===== config.mk =====
export PLATFORM = sky130hd
export DESIGN_NAME = classic_bpf_program_checker_unit
export DESIGN_NICKNAME = d
export VERILOG_FILES = /design/src/cbpf_pkg.sv /design/src/cbpf_check.sv /design/src/classic_bpf_program_checker_unit.sv
export SDC_FILE = /design/constraint.sdc
export NUM_CORES = 1
export LEC_CHECK = 0
export ABC_AREA = 1
export BUFFER_PORTS_ARGS = -buffer_cell sky130_fd_sc_hd__buf_2
export CORE_MARGIN = 4
export CORE_UTILIZATION = 55
export CTS_CLUSTER_DIAMETER = 200
export DETAILED_ROUTE_END_ITERATION = 10
export PLACE_DENSITY_LB_ADDON = 0.3
export SLEW_MARGIN = 15
export SYNTH_ARGS = -nofsm -noshare
export SYNTH_HDL_FRONTEND = slang
export SYNTH_HIERARCHICAL = 1
export SYNTH_SLANG_ARGS = --single-unit

===== constraint.sdc =====
create_clock -name clk -period 3.92 [get_ports clk]
set_input_delay 0.196 -clock clk [delete_from_list [all_inputs] [get_ports clk]]
set_output_delay 0.196 -clock clk [all_outputs]
set_load 0.005 [all_outputs]

===== src/cbpf_pkg.sv =====
// Package for the classic BPF program checker: opcodes, status codes, shared types.
// No dependencies; imported by every module of the block.
package cbpf_pkg;

	localparam int MAX_PROGRAM = 4096;
	localparam int POS_W       = $clog2(MAX_PROGRAM);
	localparam int LEN_W       = POS_W + 1;
	localparam int CFG_W       = 13;
	localparam int OP_W        = 16;
	localparam int OFS_W       = 8;
	localparam int IMM_W       = 32;
	localparam int JMP_W       = IMM_W + 2;

	localparam logic [IMM_W-1:0] SEC_DATA_SIZE = 32'd64;
	localparam logic [IMM_W-1:0] SHIFT_LIMIT   = 32'd32;

	// permitted classic BPF opcodes
	localparam logic [OP_W-1:0] OP_LD_IMM   = 16'h0000;
	localparam logic [OP_W-1:0] OP_LDX_IMM  = 16'h0001;
	localparam logic [OP_W-1:0] OP_ST       = 16'h0002;
	localparam logic [OP_W-1:0] OP_STX      = 16'h0003;
	localparam logic [OP_W-1:0] OP_ADD_K    = 16'h0004;
	localparam logic [OP_W-1:0] OP_JA       = 16'h0005;
	localparam logic [OP_W-1:0] OP_RET_K    = 16'h0006;
	localparam logic [OP_W-1:0] OP_TAX      = 16'h0007;
	localparam logic [OP_W-1:0] OP_ADD_X    = 16'h000c;
	localparam logic [OP_W-1:0] OP_SUB_K    = 16'h0014;
	localparam logic [OP_W-1:0] OP_JEQ_K    = 16'h0015;
	localparam logic [OP_W-1:0] OP_RET_A    = 16'h0016;
	localparam logic [OP_W-1:0] OP_SUB_X    = 16'h001c;
	localparam logic [OP_W-1:0] OP_JEQ_X    = 16'h001d;
	localparam logic [OP_W-1:0] OP_LD_W_ABS = 16'h0020;
	localparam logic [OP_W-1:0] OP_MUL_K    = 16'h0024;
	localparam logic [OP_W-1:0] OP_JGT_K    = 16'h0025;
	localparam logic [OP_W-1:0] OP_MUL_X    = 16'h002c;
	localparam logic [OP_W-1:0] OP_JGT_X    = 16'h002d;
	localparam logic [OP_W-1:0] OP_DIV_K    = 16'h0034;
	localparam logic [OP_W-1:0] OP_JGE_K    = 16'h0035;
	localparam logic [OP_W-1:0] OP_DIV_X    = 16'h003c;
	localparam logic [OP_W-1:0] OP_JGE_X    = 16'h003d;
	localparam logic [OP_W-1:0] OP_OR_K     = 16'h0044;
	localparam logic [OP_W-1:0] OP_JSET_K   = 16'h0045;
	localparam logic [OP_W-1:0] OP_OR_X     = 16'h004c;
	localparam logic [OP_W-1:0] OP_JSET_X   = 16'h004d;
	localparam logic [OP_W-1:0] OP_AND_K    = 16'h0054;
	localparam logic [OP_W-1:0] OP_AND_X    = 16'h005c;
	localparam logic [OP_W-1:0] OP_LD_MEM   = 16'h0060;
	localparam logic [OP_W-1:0] OP_LDX_MEM  = 16'h0061;
	localparam logic [OP_W-1:0] OP_LSH_K    = 16'h0064;
	localparam logic [OP_W-1:0] OP_LSH_X    = 16'h006c;
	localparam logic [OP_W-1:0] OP_RSH_K    = 16'h0074;
	localparam logic [OP_W-1:0] OP_RSH_X    = 16'h007c;
	localparam logic [OP_W-1:0] OP_LD_LEN   = 16'h0080;
	localparam logic [OP_W-1:0] OP_LDX_LEN  = 16'h0081;
	localparam logic [OP_W-1:0] OP_NEG      = 16'h0084;
	localparam logic [OP_W-1:0] OP_TXA      = 16'h0087;
	localparam logic [OP_W-1:0] OP_XOR_K    = 16'h00a4;
	localparam logic [OP_W-1:0] OP_XOR_X    = 16'h00ac;

	typedef enum logic [2:0] {
		ST_OK       = 3'd0,
		ST_DIV_ZERO = 3'd1,
		ST_SHIFT    = 3'd2,
		ST_JUMP     = 3'd3,
		ST_BAD_OP   = 3'd4,
		ST_NO_RET   = 3'd5,
		ST_SKIPPED  = 3'd6
	} status_t;

	typedef struct packed {
		logic [OP_W-1:0]  opcode;
		logic [OFS_W-1:0] true_offset;
		logic [OFS_W-1:0] false_offset;
		logic [IMM_W-1:0] immediate;
	} item_t;

	typedef struct packed {
		logic [POS_W-1:0] position;
		logic             error_seen;
		logic             fatal_seen;
	} chk_state_t;

	typedef struct packed {
		logic [OP_W-1:0]  fixed_opcode;
		logic [IMM_W-1:0] fixed_immediate;
		status_t          status;
		logic             program_end;
		logic             program_failed;
	} result_t;

	// length 0 acts as 1, anything above MAX_PROGRAM acts as MAX_PROGRAM
	function automatic logic [LEN_W-1:0] eff_length(input logic [CFG_W-1:0] n);
		logic [31:0] n32;
		n32 = 32'(n);
		if (n32 == 32'd0)
			n32 = 32'd1;
		if (n32 > 32'(MAX_PROGRAM))
			n32 = 32'(MAX_PROGRAM);
		return LEN_W'(n32);
	endfunction

endpackage


===== src/cbpf_check.sv =====
// Single-pass decode and check of one instruction against the program state.
// Depends on cbpf_pkg for opcodes, status codes and the item/state/result types.
module cbpf_check import cbpf_pkg::*; (
	input  item_t            item,
	input  chk_state_t       state,
	input  logic [LEN_W-1:0] len,
	output result_t          res,
	output chk_state_t       state_nxt
);

	logic             last;
	logic [JMP_W-1:0] pc;
	logic [JMP_W-1:0] len_ext;
	status_t          body_status;
	logic [OP_W-1:0]  body_op;
	logic [IMM_W-1:0] body_imm;
	logic             err_nxt;
	logic             fatal_nxt;

	assign last    = (LEN_W'(state.position) + LEN_W'(1)) >= len;
	assign pc      = JMP_W'(state.position);
	assign len_ext = JMP_W'(len);

	always_comb begin
		body_op     = item.opcode;
		body_imm    = item.immediate;
		body_status = ST_OK;
		unique case (item.opcode) inside
			OP_LD_W_ABS, OP_LD_IMM, OP_LDX_IMM, OP_LD_MEM, OP_LDX_MEM, OP_ST, OP_STX,
			OP_ADD_K, OP_ADD_X, OP_SUB_K, OP_SUB_X, OP_MUL_K, OP_MUL_X, OP_DIV_X,
			OP_AND_K, OP_AND_X, OP_OR_K, OP_OR_X, OP_XOR_K, OP_XOR_X,
			OP_LSH_X, OP_RSH_X, OP_NEG, OP_TAX, OP_TXA, OP_RET_K, OP_RET_A: begin
				body_status = ST_OK;
			end
			OP_LD_LEN: begin
				body_op  = OP_LD_IMM;
				body_imm = SEC_DATA_SIZE;
			end
			OP_LDX_LEN: begin
				body_op  = OP_LDX_IMM;
				body_imm = SEC_DATA_SIZE;
			end
			OP_DIV_K: begin
				body_status = (item.immediate == '0) ? ST_DIV_ZERO : ST_OK;
			end
			OP_LSH_K, OP_RSH_K: begin
				body_status = (item.immediate >= SHIFT_LIMIT) ? ST_SHIFT : ST_OK;
			end
			OP_JA: begin
				body_status = ((JMP_W'(item.immediate) + pc + JMP_W'(1)) >= len_ext)
					? ST_JUMP : ST_OK;
			end
			OP_JEQ_K, OP_JEQ_X, OP_JGE_K, OP_JGE_X,
			OP_JGT_K, OP_JGT_X, OP_JSET_K, OP_JSET_X: begin
				body_status = (((JMP_W'(item.true_offset) + pc + JMP_W'(1)) >= len_ext) ||
					((JMP_W'(item.false_offset) + pc + JMP_W'(1)) >= len_ext))
					? ST_JUMP : ST_OK;
			end
			default: begin
				body_status = ST_BAD_OP;
			end
		endcase
	end

	always_comb begin
		res.fixed_opcode    = item.opcode;
		res.fixed_immediate = item.immediate;
		res.program_end     = last;
		err_nxt             = state.error_seen;
		fatal_nxt           = state.fatal_seen;
		if (state.fatal_seen) begin
			res.status = ST_SKIPPED;
		end else if (last) begin
			if (item.opcode == OP_RET_K || item.opcode == OP_RET_A) begin
				res.status = ST_OK;
			end else begin
				res.status = ST_NO_RET;
				fatal_nxt  = 1'b1;
			end
		end else begin
			res.status          = body_status;
			res.fixed_opcode    = body_op;
			res.fixed_immediate = body_imm;
			if (body_status == ST_BAD_OP)
				fatal_nxt = 1'b1;
			else if (body_status != ST_OK)
				err_nxt = 1'b1;
		end
		res.program_failed = err_nxt | fatal_nxt;

		if (last) begin
			state_nxt = '0;
		end else begin
			state_nxt.position   = state.position + POS_W'(1);
			state_nxt.error_seen = err_nxt;
			state_nxt.fatal_seen = fatal_nxt;
		end
	end

endmodule


===== src/classic_bpf_program_checker_unit.sv =====
// Top level of the classic BPF program checker: input register, check, result register.
// Depends on cbpf_pkg and cbpf_check.
//
// channel | direction | handshake             | payload
// in      | input     | in_valid / in_stall   | opcode, true_offset, false_offset, immediate
// out     | output    | out_valid / out_stall | fixed_opcode, fixed_immediate, status,
//         |           |                       | program_end, program_failed
// cfg     | input     | cfg_valid / cfg_ready | program_length
//
// One instruction per cycle sustained while the result is not stalled.
// The check is one combinational pass between the input and result registers,
// and the program position and error flags advance as an item enters the result register.
// Reset clears valids, program state and sets program_length to 1; cfg_ready is always high.
// A stalled result holds one more transaction in the input register before in_stall rises.
module classic_bpf_program_checker_unit import cbpf_pkg::*; (
	input  logic             clk,
	input  logic             arst_n,
	input  logic             in_valid,
	output logic             in_stall,
	input  logic [OP_W-1:0]  opcode,
	input  logic [OFS_W-1:0] true_offset,
	input  logic [OFS_W-1:0] false_offset,
	input  logic [IMM_W-1:0] immediate,
	output logic             out_valid,
	input  logic             out_stall,
	output logic [OP_W-1:0]  fixed_opcode,
	output logic [IMM_W-1:0] fixed_immediate,
	output logic [2:0]       status,
	output logic             program_end,
	output logic             program_failed,
	input  logic             cfg_valid,
	output logic             cfg_ready,
	input  logic [CFG_W-1:0] program_length
);

	item_t            item_s1;
	logic             valid_s1;
	result_t          res_s2;
	logic             valid_s2;
	chk_state_t       state_q;
	logic [CFG_W-1:0] length_q;
	result_t          res;
	chk_state_t       state_nxt;
	logic             accept;
	logic             move;

	assign move      = valid_s1 & (~valid_s2 | ~out_stall);
	assign in_stall  = valid_s1 & valid_s2 & out_stall;
	assign accept    = in_valid & ~in_stall;
	assign cfg_ready = 1'b1;

	always_ff @(posedge clk or negedge arst_n) begin
		if (!arst_n) begin
			length_q <= CFG_W'(1);
		end else if (cfg_valid) begin
			length_q <= program_length;
		end
	end

	always_ff @(posedge clk or negedge arst_n) begin
		if (!arst_n) begin
			valid_s1 <= 1'b0;
			valid_s2 <= 1'b0;
			state_q  <= '0;
		end else begin
			valid_s1 <= accept | (valid_s1 & ~move);
			valid_s2 <= move | (valid_s2 & out_stall);
			if (move)
				state_q <= state_nxt;
		end
	end

	always_ff @(posedge clk) begin
		if (accept) begin
			item_s1.opcode       <= opcode;
			item_s1.true_offset  <= true_offset;
			item_s1.false_offset <= false_offset;
			item_s1.immediate    <= immediate;
		end
		if (move)
			res_s2 <= res;
	end

	cbpf_check u_check (
		.item      (item_s1),
		.state     (state_q),
		.len       (eff_length(length_q)),
		.res       (res),
		.state_nxt (state_nxt)
	);

	assign out_valid       = valid_s2;
	assign fixed_opcode    = res_s2.fixed_opcode;
	assign fixed_immediate = res_s2.fixed_immediate;
	assign status          = res_s2.status;
	assign program_end     = res_s2.program_end;
	assign program_failed  = res_s2.program_failed;

endmodule


==> results of run 1 <==
[logic make-up (layout without fill, tap and decap cells)]
kind of cell             count (synthesis)  count (layout)  synth area share [%]
AND/OR/NAND/NOR                        538             538                  25.1
buffers and inverters                  231             469                  9.47
flip-flops                             146             146                  44.8
AO/OA/AOI/OAI                          102             102                  6.03
adder cells (fa/ha/maj)                 84              84                  11.4
XOR/XNOR                                34              34                  3.15
other                                    1               1                0.0397
[power by group through the flow]
stage / Sequential (mW) / Clock [mW] / Combinational, mW
after detailed placement: 2.00 / 0 / 1.77
final: 1.96 / 1.58 / 1.96
after global placement: 1.99 / 0 / 1.71
after floorplan: 1.98 / 0 / 1.28
after global routing: 1.98 / 1.68 / 2.24
after CTS: 1.97 / 1.59 / 1.88
[final timing paths]
path                       slack (ns)              end  cells past startpoint
min reg2reg                      0.45  fixed_opcode[9]                      0
max                              0.16       state_q[1]                     24
max reg2reg                      0.16       state_q[1]                     24
min in group asynchronous        0.38       state_q[4]                      2
min                              0.17      length_q[0]                      3
max in group asynchronous        3.07      length_q[9]                      2
[layout by cell type (no fill, tap or decap), types with 4 or more instances in the layout]
master           n
a21oi_1         50
buf_2          136
buf_4           14
clkbuf_16       18
clkinv_1         4
dfrtp_1         28
dlygate4sd3_1   80
edfxtp_1       117
ha_1            81
inv_1          193
inv_2            7
inv_6            4
inv_8            5
nand2_1        261
nand2_2         12
nand3_1         58
nand3b_1         5
nand4_1         19
nor2_1         123
nor2_2           5
nor2_4           4
nor3_1          18
nor3_2           6
nor4_1           9
o21ai_0         24
o21ai_1          4
o21bai_1         5
xnor2_1          5
xor2_1          29
[what timing repair did]
item	4_1_cts	5_1_grt
setup buffers	0	3
hold buffers	80	0
endpoints found under the setup margin	4	51
gates resized for setup	5	20
pin swaps	1	5
hold endpoints to repair	107	0
cloned	0	1
[registers in the layout, summed over array words and instances (netlist names), 3 cells and up]
| register | count |
|---|---|
| fixed_immediate | 32 |
| state_q | 14 |
| status | 3 |
| item_s1 | 64 |
| fixed_opcode | 16 |
| length_q | 13 |
[layout make-up]
cell class	instances	area, um2	area share [%]
repair buffers	234	1660	14.0
flip-flops and latches	146	4240	35.6
clock inverters	15	141	1.19
clock buffers	17	425	3.57
inverters	203	762	6.39
multi-input cells	759	4410	37.0
well taps	220	275	2.31
[metal layers]
| layer | vias up | routed length [um] | share of wire [%] | global-route usage, % |
|---|---|---|---|---|
| met5 | - | 0 | 0 | 0 |
| met4 | 0 | 564 | 2.3 | 7.26 |
| met3 | 57 | 1860 | 7.7 | 4.97 |
| met2 | 358 | 11300 | 47 | 41.8 |
| met1 | 3737 | 10500 | 43 | 33.1 |
| li1 | 4143 | - | - | - |
[worst register-to-register path: cells and delay by family, from the launching register on]
| kind | cells | cell delay, ns |
|---|---|---|
| fa+ha+maj | 3 | 0.92 |
| flops | 1 | 0.35 |
| buf+inv | 1 | 0.09 |
| compound gates | 6 | 0.78 |
| xor+xnor | 1 | 0.15 |
| simple gates | 13 | 1.40 |
[metrics by stage]
| step | util (%) | instance area (um2) |
|---|---|---|
| after floorplan | - | 9460 |
| after global placement | 62.3 | 10400 |
| after detailed placement | 62.3 | 10400 |
| after CTS | 70.5 | 11800 |
| after global routing | 71.4 | 11900 |
| final | 71.4 | 11900 |
==> results.json, run 1 <==
{
  "power.internal_mw": 3.51,
  "synth.cells.most_frequent": "nand2_1 (263), inv_1 (196), nor2_1 (126)",
  "first_pass_iters": 5,
  "n_antenna_cell": 0,
  "async_flop_share_pct": 19.9,
  "layout-drive-gt1-share_pct": 17.5,
  "crit_required_ns": 4.28,
  "fin_ws_ns": 0.164,
  "clockRootBuffer": "clkbuf_16",
  "cts_tree": "built",
  "cts_buffers": 17,
  "setup.worst_path.start": "state_q[2]",
  "crit_top_cell": "nand2_1",
  "status": "finished, final reports clean",
  "dpl.hpwl_um": 17000,
  "p_per_area_nw_per_um2": 462,
  "netlist.area_leader.share_pct": 37.2,
  "reg2reg_from": "state_q[2]",
  "drt_iter0_drc": 898,
  "cts.sinks": 146,
  "finClkSkew_ns": 0.0108,
  "antenna_found_initial": 0,
  "clock_path_buffers": 2,
  "critical_path.top_delay_family": "simple AND/OR/NAND/NOR gates",
  "combPwrFrac_pct": 35.6,
  "initial_core_util_pct": 56.6,
  "htree_levels": 4,
  "dieWidth_um": 139,
  "ys_warn_count": 6,
  "finalPower_mw": 5.50,
  "grt_max_degree": 49,
  "coreArea_um2": 16700,
  "grt-ovfl-total": 0,
  "place.gp.congestion": 0.991,
  "path_class": "reg2reg",
  "setup_viol": 0,
  "routed-via-count": 8295,
  "rsz0062_at_grt": "yes",
  "grt_pass1_vias": 7884,
  "die_area_um2": 19400,
  "wire_per_inst_um": 15.2,
  "critPathSlowestCell": "fa_1",
  "cp_slowest_stage_delay_ns": 0.43,
  "wirelength_um": 24300,
  "peakVddDrop_mv": 0.393,
  "grt_util_all_layers_pct": 25.0,
  "drc_errors": 0,
  "fin_cells": 1594,
  "numPlacedInstances": 1478,
  "ys_types": 48,
  "max_slew_margin_pct": 52.3,
  "seqPwrFrac_pct": 35.7,
  "io_pins": 138,
  "synth-seq-area-share_pct": 44.8,
  "avgSynthCellArea_um2": 8.32,
  "critPathArrivalTime_ns": 4.12,
  "hold_class": "in2reg",
  "switching_share_pct": 36.2,
  "hold-worst-slack_ns": 0.170,
  "synth_area_leaders": "edfxtp_1 (37%), ha_1 (11%), nand2_1 (10%)",
  "finalMaxSlewViolations": 0,
  "cp-start-kind": "register",
  "grt_pass1_wl_um": 38800,
  "pwr-share-clk_pct": 28.6,
  "clk_pin_slew_ns": 0.07,
  "fmax_ghz": 0.266,
  "power.leakage_nw": 5.74,
  "synth.cell_area_um2": 9460,
  "p_sw_mw": 1.99,
  "synth_edf_count": 117,
  "cap_viol_max_count": 0,
  "tns_ns": 0,
  "yosys.area.top_type": "edfxtp_1",
  "ant_nets": 0,
  "portBuffers": 136,
  "critPathCaptureType": "register",
  "hold_viol": 0,
  "syn_nets": 1302,
  "path_max_fanout": 3,
  "die_y_um": 139,
  "viasPerCell": 5.20,
  "n_fill_cell": 1330,
  "min_period_ns": 3.76,
  "critPathBufInv": 1,
  "fin_nets": 1527,
  "post-route-period-util_pct": 95.8,
  "dp_slack_ns": -0.156,
  "synthToLayoutAreaGrowth_pct": 26.0,
  "clk_latency_ns": 0.43,
  "yosysMostFrequentCell": "nand2_1",
  "min_from": "cfg_valid",
  "synth_ff_type": "edfxtp_1",
  "worstMarginPinSlew_ns": 0.716,
  "row_count": 47,
  "netlist_instances": 1136,
  "cp_cell_sequence": "inv_1 > ha_1 > fa_1 > o21ai_2 > nand2_1 > a21oi_1 > nor2_1 > o21bai_1 > a21oi_1 > or2_2 > xor2_1 > ha_1 > nand2_1 > nor2_1 > nand3_1 > nor4_2 > a211oi_2 > nand2_2 > nand2_2 > nand4_2 > nand2_1 > a21oi_1 > nand2_1 > nand2_1",
  "ys_ff_latch": 146
}
Power figures use the tool's default switching activity.
==> run 2, diff against run 1 <==
==> constraint.sdc (replaced) <==
create_clock -name clk -period 4.7 [get_ports clk]
set_input_delay 0.235 -clock clk [delete_from_list [all_inputs] [get_ports clk]]
set_output_delay 0.235 -clock clk [all_outputs]
set_load 0.005 [all_outputs]
==> run 2 against run 1 <==
Against the previous run:
- worst setup slack gained 0.36 ns
- via count shrank 1.6%
- first-iteration DRC count shrank 15%
- critical path depth shrank 3
- sequential cell count is the same
- maximum frequency shrank 10%
- non-clock buffer count shrank 28
- count of clock-buffer cells in the layout is the same
- clock power shrank 15%
- routed wire length shrank 5.4%
- global-route usage shrank 1.3 points
==> results.json, run 2 (same netlist as run 1, synthesis figures left out) <==
{
  "critical_path.top_delay_family": "simple AND/OR/NAND/NOR gates",
  "coreArea_um2": 16700,
  "postCtsSetupRepairBufs": 0,
  "grt-ovfl-total": 0,
  "cap_viol_max_count": 0,
  "drc_errors": 0,
  "portBuffers": 136,
  "power.leakage_nw": 5.60,
  "rsz0062_at_grt": "no",
  "fin_nets": 1499,
  "fmax_ghz": 0.239,
  "fin_cells": 1566,
  "dpl.hpwl_um": 17100,
  "tns_ns": 0,
  "cts.sinks": 146,
  "regMostFlops": "item_s1",
  "clockRootBuffer": "clkbuf_16",
  "row_count": 47,
  "place.gp.congestion": 0.965,
  "layout-drive-gt1-share_pct": 15.5,
  "pwr-share-clk_pct": 29.7,
  "clk_pin_slew_ns": 0.06,
  "viasPerCell": 5.21,
  "n_antenna_cell": 0,
  "clk_latency_ns": 0.43,
  "crit_top_cell": "nand2_1",
  "cts_resized": 0,
  "wirelength_um": 22900,
  "power.internal_mw": 2.87,
  "routed-via-count": 8162,
  "critPathArrivalTime_ns": 4.35,
  "peakVddDrop_mv": 0.298,
  "min_period_ns": 4.18,
  "initial_core_util_pct": 56.6,
  "antenna_found_initial": 0,
  "path_class": "reg2reg",
  "setup_viol": 0,
  "die_area_um2": 19400,
  "cp-start-kind": "register",
  "p_per_area_nw_per_um2": 389,
  "status": "finished, final reports clean",
  "cp_slowest_stage_delay_ns": 0.43,
  "crit_required_ns": 4.87,
  "layout_common_cells": "nand2_1 (263), inv_1 (195), buf_2 (136), nor2_1 (126), edfxtp_1 (117)",
  "path_max_fanout": 5,
  "cts_tree": "built",
  "hold_class": "in2reg",
  "finClkSkew_ns": 0.00671,
  "first_pass_iters": 6,
  "grt_util_all_layers_pct": 23.7,
  "combPwrFrac_pct": 33.5,
  "p_sw_mw": 1.63,
  "drt_iter0_drc": 766,
  "wire_per_inst_um": 14.7,
  "io_pins": 138,
  "ant_nets": 0,
  "htree_levels": 4,
  "grt_max_degree": 44,
  "largest_reg_flops": 64,
  "n_fill_cell": 1327,
  "seqPwrFrac_pct": 36.8,
  "final_common_cell": "nand2_1",
  "max_slew_margin_pct": 49.5,
  "holdBufCountCts": 65,
  "synthToLayoutAreaGrowth_pct": 22.3,
  "critPathSlowestCell": "dfrtp_1",
  "dieWidth_um": 139,
  "cts_buffers": 17,
  "finalMaxSlewViolations": 0,
  "cp_cell_sequence": "inv_1 > ha_1 > fa_1 > o21ai_0 > nand2_1 > a21oi_1 > nor2_1 > o21bai_1 > a21oi_1 > or2_2 > nor3_1 > ha_1 > and3_1 > nand3_1 > nor2_1 > a211oi_1 > nand2_1 > nand2_1 > nand4_2 > nand2_1 > nand3_1",
  "grt_pass1_wl_um": 36900,
  "critPathCaptureType": "register",
  "hold_viol": 0,
  "hold-worst-slack_ns": 0.0120,
  "critPathBufInv": 1,
  "grt_pass1_vias": 7541,
  "die_y_um": 139,
  "worstMarginPinSlew_ns": 0.757,
  "clock_path_buffers": 2,
  "switching_share_pct": 36.2,
  "post-route-period-util_pct": 89.0,
  "numPlacedInstances": 1468
}
## run 2: cell count changes in the layout (fill, tap and decap cells not counted), sizes merged
| cell | before | now |
|---|---|---|
| inv | 209 | 210 |
| clkinv | 8 | 7 |
| buf | 153 | 141 |
| clkbuf | 18 | 17 |
| dlygate4sd3 | 80 | 65 |
## run 2: metrics by stage
stage	area [um2]	worst slack [ns]	util (%)	power (mW)
after floorplan	9460	1.11	-	2.72
after global placement	10300	0.658	61.8	3.05
after detailed placement	10300	0.602	61.8	3.11
after CTS	11500	0.559	69.1	4.51
after global routing	11600	0.149	69.3	4.81
final	11600	0.519	69.3	4.50
## run 2: metal layers
metal  vias to the layer above  global-route usage [%]  wire length (um)
met5                         -                       0                 0
met4                         0                    7.42               401
met3                        33                    4.07              1570
met2                       322                    38.2             10700
met1                      3710                    33.0             10300
li1                       4097                       -                 -
## run 2: final cells by class
class | count | area, um2 | share of cell area [%]
Sequential cell | 146 | 4240 | 36.7
Tap cell | 220 | 275 | 2.38
Clock buffer | 17 | 425 | 3.68
Clock inverter | 15 | 156 | 1.35
Inverter | 203 | 762 | 6.59
Timing Repair Buffer | 206 | 1380 | 11.9
Multi-Input combinational cell | 759 | 4330 | 37.4
## run 2: path summary, 6_finish.rpt
kind,cells past startpoint,from,endpoint,slack [ns]
max,21,state_q[2],program_failed,0.52
min,3,program_length[11],length_q[11],0.01
max reg2reg,21,state_q[2],program_failed,0.52
min reg2reg,0,item_s1[57],fixed_opcode[9],0.46
max in group asynchronous,2,arst_n,length_q[3],3.79
min in group asynchronous,2,arst_n,length_q[2],0.41
## run 2: worst register-to-register path, stage by stage (launching register included)
cell and delay, ns:
dfrtp_1 0.43, inv_1 0.12, ha_1 0.22, fa_1 0.41, o21ai_0 0.31, nand2_1 0.08
a21oi_1 0.14, nor2_1 0.09, o21bai_1 0.13, a21oi_1 0.10, or2_2 0.30, nor3_1 0.16
ha_1 0.27, and3_1 0.20, nand3_1 0.09, nor2_1 0.05, a211oi_1 0.27, nand2_1 0.16
nand2_1 0.14, nand4_2 0.10, nand2_1 0.08, nand3_1 0.07
## run 2: power by group through the flow
stage          Sequential [mW]  Clock [mW]  Combinational [mW]
2_1_floorplan             1.65           0                1.07
3_3_place_gp              1.68           0                1.37
3_5_place_dp              1.68           0                1.43
4_1_cts                   1.66        1.36                1.49
5_1_grt                   1.67        1.42                1.72
6_report                  1.66        1.34                1.51
